$ cat config.mk
export PLATFORM = sky130hd
export DESIGN_NAME = sprite_collision_buffer_writer
export DESIGN_NICKNAME = d
export VERILOG_FILES = /design/src/hw/rtl/scbw_pkg.sv /design/src/hw/rtl/scbw_depository.sv /design/src/hw/rtl/sprite_collision_buffer_writer.sv
export SDC_FILE = /design/constraint.sdc
export NUM_CORES = 1
export LEC_CHECK = 0
export BUFFER_PORTS_ARGS = -buffer_cell sky130_fd_sc_hd__buf_4
export CELL_PAD_IN_SITES_DETAIL_PLACEMENT = 1
export CELL_PAD_IN_SITES_GLOBAL_PLACEMENT = 1
export CORE_MARGIN = 3
export CORE_UTILIZATION = 46
export CTS_CLUSTER_DIAMETER = 50
export CTS_CLUSTER_SIZE = 40
export DETAILED_ROUTE_END_ITERATION = 7
export PLACE_DENSITY = 0.92
export SLEW_MARGIN = 20
export SYNTH_ARGS = -nofsm -noshare
export SYNTH_HDL_FRONTEND = slang
export SYNTH_SLANG_ARGS = --single-unit
$ cat constraint.sdc
create_clock -name clk -period 11 [get_ports clk]
set_input_delay 2.75 -clock clk [delete_from_list [all_inputs] [get_ports clk]]
set_output_delay 2.75 -clock clk [all_outputs]
set_load 0.01 [all_outputs]
$ cat src/hw/rtl/scbw_pkg.sv
// Shared types and constants of the sprite collision buffer writer.
// No dependencies; used by scbw_depository and sprite_collision_buffer_writer.
package scbw_pkg;

    // Item kinds
    localparam logic [1:0] KIND_NEW_LINE     = 2'd0;
    localparam logic [1:0] KIND_PIXEL        = 2'd1;
    localparam logic [1:0] KIND_FLUSH        = 2'd2;
    localparam logic [1:0] KIND_DEPOSIT_READ = 2'd3;

    // Register indexes (byte address = 4 * index)
    localparam logic [1:0] REG_COLL_NUMBER      = 2'd0;
    localparam logic [1:0] REG_COLLIDING_COLORS = 2'd1;
    localparam logic [1:0] REG_DEPOSIT_ENABLE   = 2'd2;

    localparam int          ADDR_W      = 4;
    localparam int          LINE_PIXELS = 1024;
    localparam logic [31:0] NIBBLE_MASK = 32'h0000_000f;

    typedef struct packed {
        logic [1:0]  kind;
        logic [15:0] line_address;
        logic [9:0]  hpos;
        logic [3:0]  pixel;
        logic [31:0] read_word;
    } item_t;

    typedef struct packed {
        logic        write_valid;
        logic [31:0] write_mask;
        logic [15:0] write_address;
        logic [15:0] write_data;
        logic        highest_valid;
        logic [3:0]  highest_collision;
    } result_t;

endpackage

$ cat src/hw/rtl/scbw_depository.sv
// Collision depository: per-nibble running maximum of words read back.
// Depends on scbw_pkg only for the common import convention.
module scbw_depository
    import scbw_pkg::*;
(
    input  logic        clk,
    input  logic        rst_n,
    input  logic        update,
    input  logic [31:0] read_word,
    output logic [3:0]  highest
);

    logic [31:0] deposit_max_reg;
    logic [31:0] deposit_max_next;
    logic [31:0] merged;
    logic [3:0]  lvl1 [4];
    logic [3:0]  lvl2 [2];

    always_comb
    begin
        for (int i = 0; i < 8; i++)
        begin
            if (read_word[i*4 +: 4] > deposit_max_reg[i*4 +: 4])
                merged[i*4 +: 4] = read_word[i*4 +: 4];
            else
                merged[i*4 +: 4] = deposit_max_reg[i*4 +: 4];
        end
        deposit_max_next = update ? merged : deposit_max_reg;
    end

    // three-level max tree over the eight nibbles of the updated word
    always_comb
    begin
        for (int i = 0; i < 4; i++)
        begin
            if (deposit_max_next[i*8 +: 4] > deposit_max_next[i*8+4 +: 4])
                lvl1[i] = deposit_max_next[i*8 +: 4];
            else
                lvl1[i] = deposit_max_next[i*8+4 +: 4];
        end
        for (int i = 0; i < 2; i++)
        begin
            lvl2[i] = (lvl1[2*i] > lvl1[2*i+1]) ? lvl1[2*i] : lvl1[2*i+1];
        end
        highest = (lvl2[0] > lvl2[1]) ? lvl2[0] : lvl2[1];
    end

    always_ff @(posedge clk or negedge rst_n)
    begin
        if (!rst_n)
            deposit_max_reg <= '0;
        else
            deposit_max_reg <= deposit_max_next;
    end

endmodule

$ cat src/hw/rtl/sprite_collision_buffer_writer.sv
// Top level of the sprite collision buffer writer: APB registers, line state
// and result register. Depends on scbw_pkg and scbw_depository.
//
//   channel   direction  handshake                  word
//   item      in         item_valid / item_ready    item_t (kind, address, hpos, ...)
//   result    out        result_valid / result_ready result_t (write, highest)
//   apb       in/out     psel, penable, pready      coll_number, colors, enable
//
// Every accepted word yields exactly one result word, in the cycle after it is accepted.
// One word per cycle while results are taken: all work is shallow logic from the line state and the
// incoming word into the result register.
// item_ready drops only while a result sits unclaimed in the result register.
// rst_n clears line state, depository and registers; no clearing pass.
module sprite_collision_buffer_writer
    import scbw_pkg::*;
(
    input  logic              clk,
    input  logic              rst_n,
    // item channel
    input  logic              item_valid,
    output logic              item_ready,
    input  item_t             item,
    // result channel
    output logic              result_valid,
    input  logic              result_ready,
    output result_t           result,
    // configuration port
    input  logic              psel,
    input  logic              penable,
    input  logic              pwrite,
    input  logic [ADDR_W-1:0] paddr,
    input  logic [31:0]       pwdata,
    output logic [31:0]       prdata,
    output logic              pready
);

    // ------------------------------------------------------------------
    // Configuration registers
    // ------------------------------------------------------------------
    logic [3:0]  coll_number_reg;
    logic [15:0] colliding_colors_reg;
    logic        deposit_enable_reg;
    logic        cfg_write;
    logic [1:0]  reg_index;

    assign pready    = 1'b1;
    assign reg_index = paddr[3:2];
    assign cfg_write = psel & penable & pwrite & pready;

    always_ff @(posedge clk or negedge rst_n)
    begin
        if (!rst_n)
        begin
            coll_number_reg      <= '0;
            colliding_colors_reg <= '0;
            deposit_enable_reg   <= 1'b0;
        end
        else if (cfg_write)
        begin
            case (reg_index)
                REG_COLL_NUMBER:      coll_number_reg      <= pwdata[3:0];
                REG_COLLIDING_COLORS: colliding_colors_reg <= pwdata[15:0];
                REG_DEPOSIT_ENABLE:   deposit_enable_reg   <= pwdata[0];
                default:              ; // unmapped address, write ignored
            endcase
        end
    end

    always_comb
    begin
        case (reg_index)
            REG_COLL_NUMBER:      prdata = {28'd0, coll_number_reg};
            REG_COLLIDING_COLORS: prdata = {16'd0, colliding_colors_reg};
            REG_DEPOSIT_ENABLE:   prdata = {31'd0, deposit_enable_reg};
            default:              prdata = '0;
        endcase
    end

    // ------------------------------------------------------------------
    // Handshake: result register frees up when taken, or is empty
    // ------------------------------------------------------------------
    logic    result_valid_reg;
    result_t result_reg;
    result_t result_next;
    logic    accept;

    assign item_ready   = !result_valid_reg || result_ready;
    assign accept       = item_valid && item_ready;
    assign result_valid = result_valid_reg;
    assign result       = result_reg;

    // ------------------------------------------------------------------
    // Line state
    // ------------------------------------------------------------------
    logic [15:0] line_base_reg,      line_base_next;
    logic [8:0]  word_offset_reg,    word_offset_next;
    logic        offset_invalid_reg, offset_invalid_next;
    logic [31:0] pending_mask_reg,   pending_mask_next;

    logic [8:0]  pix_offset;
    logic [2:0]  pix_nibble;
    logic [31:0] pix_bits;
    logic        pix_in_line;
    logic        pix_hit;
    logic        moved;
    logic        emit;
    logic        deposit_update;
    logic [3:0]  highest;

    // word offset (hpos & ~7) >> 1; little-endian nibble swap within byte
    assign pix_offset  = {item.hpos[9:3], 2'b00};
    assign pix_nibble  = item.hpos[2:0] ^ 3'd1;
    assign pix_bits    = NIBBLE_MASK << {pix_nibble, 2'b00};
    assign pix_in_line = 32'(item.hpos) < LINE_PIXELS;
    assign pix_hit     = colliding_colors_reg[item.pixel];
    assign moved       = offset_invalid_reg || (pix_offset != word_offset_reg);

    assign deposit_update = accept && (item.kind == KIND_DEPOSIT_READ)
                            && deposit_enable_reg;

    scbw_depository u_depository (
        .clk       (clk),
        .rst_n     (rst_n),
        .update    (deposit_update),
        .read_word (item.read_word),
        .highest   (highest)
    );

    always_comb
    begin
        line_base_next      = line_base_reg;
        word_offset_next    = word_offset_reg;
        offset_invalid_next = offset_invalid_reg;
        pending_mask_next   = pending_mask_reg;
        emit                = 1'b0;

        case (item.kind)
            KIND_NEW_LINE:
            begin
                line_base_next      = item.line_address;
                offset_invalid_next = 1'b1;
                pending_mask_next   = '0;
            end
            KIND_PIXEL:
            begin
                if (pix_in_line)
                begin
                    if (moved)
                    begin
                        // crossing into a new word: write out what is pending
                        emit                = (pending_mask_reg != '0);
                        pending_mask_next   = '0;
                        word_offset_next    = pix_offset;
                        offset_invalid_next = 1'b0;
                    end
                    if (pix_hit)
                        pending_mask_next = pending_mask_next | pix_bits;
                end
            end
            KIND_FLUSH:
            begin
                // mask is kept after a flush
                emit = (pending_mask_reg != '0);
            end
            default:
            begin
                // deposit read: handled in the depository
            end
        endcase

        result_next.write_valid       = emit;
        result_next.write_mask        = emit ? pending_mask_reg : '0;
        result_next.write_address     = emit ? (line_base_reg + {7'd0, word_offset_reg})
                                             : '0;
        result_next.write_data        = emit ? {4{coll_number_reg}} : '0;
        result_next.highest_valid     = deposit_enable_reg;
        result_next.highest_collision = deposit_enable_reg ? highest : '0;
    end

    always_ff @(posedge clk or negedge rst_n)
    begin
        if (!rst_n)
        begin
            line_base_reg      <= '0;
            word_offset_reg    <= '0;
            offset_invalid_reg <= 1'b0;
            pending_mask_reg   <= '0;
            result_valid_reg   <= 1'b0;
        end
        else
        begin
            if (accept)
            begin
                line_base_reg      <= line_base_next;
                word_offset_reg    <= word_offset_next;
                offset_invalid_reg <= offset_invalid_next;
                pending_mask_reg   <= pending_mask_next;
            end
            if (accept)
                result_valid_reg <= 1'b1;
            else if (result_ready)
                result_valid_reg <= 1'b0;
        end
    end

    // payload register, no reset needed
    always_ff @(posedge clk)
    begin
        if (accept)
            result_reg <= result_next;
    end

    // ------------------------------------------------------------------
    // Assertions
    // ------------------------------------------------------------------
    a_write_has_mask: assert property (@(posedge clk) disable iff (!rst_n)
        result_valid && result.write_valid |-> result.write_mask != '0)
        else $error("write issued with empty mask");

    a_idle_write_zero: assert property (@(posedge clk) disable iff (!rst_n)
        result_valid && !result.write_valid |->
            result.write_mask == '0 && result.write_address == '0
            && result.write_data == '0)
        else $error("write fields nonzero without a write");

    a_highest_gated: assert property (@(posedge clk) disable iff (!rst_n)
        result_valid && !result.highest_valid |-> result.highest_collision == '0)
        else $error("highest collision reported while depository disabled");

    a_new_line_drops: assert property (@(posedge clk) disable iff (!rst_n)
        accept && item.kind == KIND_NEW_LINE |=>
            pending_mask_reg == '0 && offset_invalid_reg)
        else $error("new line did not drop pending mask");

    a_ready_when_empty: assert property (@(posedge clk) disable iff (!rst_n)
        !result_valid_reg |-> item_ready)
        else $error("item stalled with empty result register");

endmodule
==> summary.txt <==
Run status: finished, final reports clean
Worst path required time: 11.28 ns
Hold WC Path Type: register to register
CTS Buf Count: 17
CP endpoint kind: register
Router iterations before antenna repair: 4
Setup Buffers After CTS: 0
CP arrival: 8.85 ns
Pleak: 0.00551 uW
Internal: 1670 uW
Clock latency on the worst-skew pair: 0.44 ns
DRC: 0
Vias in the first global route: 7524
Final min period: 8.57 ns
Initial Utilization: 0.470
Clock Power Share: 0.211
GRT overflow: 0
Die Ht: 147 um
Worst-path fanout max: 9
Crit path largest cell delay: 0.46 ns
Critical Path Start Type: input pin
Sw frac: 0.403
Largest register FFs: 58
Fill count: 2135
Vias/cell: 5.43
Layout Utilization: 0.574
Mapped Area: 9180 um^2
Reg power frac: 0.303
First DRT Iteration DRCs: 316
PortBufs: 176
Hold Path End: pending_mask_reg[12]
Relative slew slack: 0.350
Slew Limit Fails: 0
Reg-to-reg startpoint: deposit_enable_reg
Final HPWL DP: 18.4 mm
Max IR drop VDD: 153 uV
Final Hold Fails: 0
CTS H-Tree Depth: 4
Async set or reset register ratio after synthesis: 0.655
Worst hold path startpoint: pending_mask_reg[12]
I/O pin cnt: 212
CTS tree: yes
Largest net degree at the start of global routing: 61
Post-synth top flop: dfrtp_1
Post-route ant nets: 0
Worst r2r path cells: 30
Share of layout cells above drive strength 1: 0.295
First-pass GRT wire length: 40.2 mm
Vias: 6808
Routed WL: 25.1 mm
Most used cell, CP: ha_1
Clk_skew: 0.0180 ns
Post-synth EDFFs: 58
Sequential-to-total area share from yosys stat: 0.490
Non-filler cells, final: 1254
Worst slew pin tran: 0.975 ns
Netlist cell types: 65
Maxcap violations: 0
Crit share post-route: 0.779
PD cells: 249 nW/um^2
CTS clk-pin slew, worst paths: 0.07 ns
Area Growth Syn to Fin: 22.1%
Initial antenna violation count: 0
Crit path from: item[62]
CTS Hold Bufs: 0
NumNets Final: 1147
RSZ-0062 raised after global routing: false
Reg2reg setup slack: 4.38 ns
Final setup viols: 0
Yosys warns: 0
Cell Rows: 51
Root buffer cell: clkbuf_16
Worst Path Class, Setup: input pin to register
Max Fclk: 0.117 GHz
Worst Path Buf+Inv: 3
Worst r2r dst: result[2]
Setup_tns: 0 ns
Largest delay share family, worst path: compound AO/OA/AOI/OAI gates
Combinational fraction of design power: 0.486
Syn_area_per_cell: 11.3 um^2
Hold Path Stages: 1
CORE AREA: 19500 um^2
Post-CTS Resized: 0
Gpl congestion: 0.836
Drt wl/cell: 20.0 um
Psw: 1130 uW
All-Layer GR Usage: 0.235
Number of diodes: 0
Slowest library cell on the worst path: and2_1
Total clock sinks: 168
Placed cells: 1222
Full die area: 21700 um^2
DIE WIDTH: 147 um
Synthesized flop and latch total: 168
Max clock buf depth: 2
Gate Count Post-Synth: 809
cell families after synthesis:
group	Yosys count	share of synthesized area
AND/OR/NAND/NOR	205	0.125
XOR/XNOR	19	0.0181
other	2	0.000819
AO/OA/AOI/OAI	147	0.112
flip-flops	168	0.490
buffers and inverters	123	0.0633
multiplexers	80	0.102
adder cells (fa/ha/maj)	65	0.0892
layer usage:
metal	global-route usage	share of wire	vias up
met1	0.274	0.41	3399
met5	0	0	-
li1	-	-	3176
met4	0.0904	0.030	0
met2	0.430	0.53	183
met3	0.0404	0.037	50
cell usage after synthesis (all sizes together), types with 7 or more instances:
cell type | instances | share of area
a21o | 39 | 0.032
a21oi | 40 | 0.024
and2 | 65 | 0.044
buf | 33 | 0.026
clkbuf | 14 | 0.0057
dfrtp | 110 | 0.30
edfxtp | 58 | 0.19
ha | 63 | 0.086
inv | 76 | 0.031
mux2 | 56 | 0.069
mux2i | 19 | 0.021
nand2 | 30 | 0.012
nand4 | 23 | 0.016
nor2 | 25 | 0.010
nor2b | 15 | 0.010
nor4 | 13 | 0.0089
o211ai | 9 | 0.0074
o21a | 7 | 0.0057
o21ai | 16 | 0.0087
xnor2 | 9 | 0.0086
xor2 | 10 | 0.0095
how the worst max path moves through the flow:
stage | depth (start not counted) | to | slack (ns)
after floorplan | 30 | result[2] | 3.11
after global placement | 32 | result[2] | 2.23
after detailed placement | 30 | result[2] | 2.02
after CTS | 30 | result[2] | 2.45
after global routing | 32 | result[2] | 1.92
final | 32 | result[2] | 2.43
through the flow:
| step | instance area [um^2] | setup slack [ns] | power [uW] | hold WS, ns |
|---|---|---|---|---|
| after floorplan | 9230 | 3.11 | 1830 | 0.464 |
| after global placement | 10600 | 2.23 | 2090 | 0.478 |
| after detailed placement | 10600 | 2.02 | 2200 | 0.483 |
| after CTS | 11200 | 2.45 | 2810 | 0.500 |
| after global routing | 11200 | 1.92 | 3030 | 0.527 |
| final | 11200 | 2.43 | 2790 | 0.496 |
layout make-up:
class                      count  area (um^2)  share of cell area
inverter                      76          285              0.0255
clock buffer                  17          425              0.0380
multi-input combinational    533         4170               0.372
sequential                   168         4490               0.401
tap                          265          332              0.0296
clock inverter                15          146              0.0131
timing repair buffer         180         1350               0.121
cells in the final DEF (no fill, tap or decap), types with 3 or more instances in the layout:
cell type   instances
o21a_1              7
xor2_1             10
inv_1              76
buf_4             180
or3_1               5
a21oi_2             6
a31oi_1             3
o21bai_1            3
mux2i_1            19
dfrtp_1           110
o31ai_1             3
inv_8               5
a21oi_1            34
mux4_2              5
nand3_1             4
nand2b_1            5
clkinvlp_4          4
nor2_1             25
nor4_1             13
o211ai_1            9
a21o_1             39
clkbuf_16          17
inv_6               5
nor3_1              5
nor2b_1            15
and3_1              4
ha_1               63
a211oi_1            4
xnor2_1             9
edfxtp_1           58
nand2_1            30
conb_1             17
and2_1             63
nand4_1            23
a21boi_0            3
o21ai_0            16
mux2_2             55
power by group through the flow:
stage	registers, uW	logic (uW)	clock network (uW)
floorplan	842	984	0
global placement	847	1240	0
detailed placement	857	1340	0
CTS	846	1360	603
global route	858	1540	630
finish	846	1360	590
(Power assumes the default switching activity.)
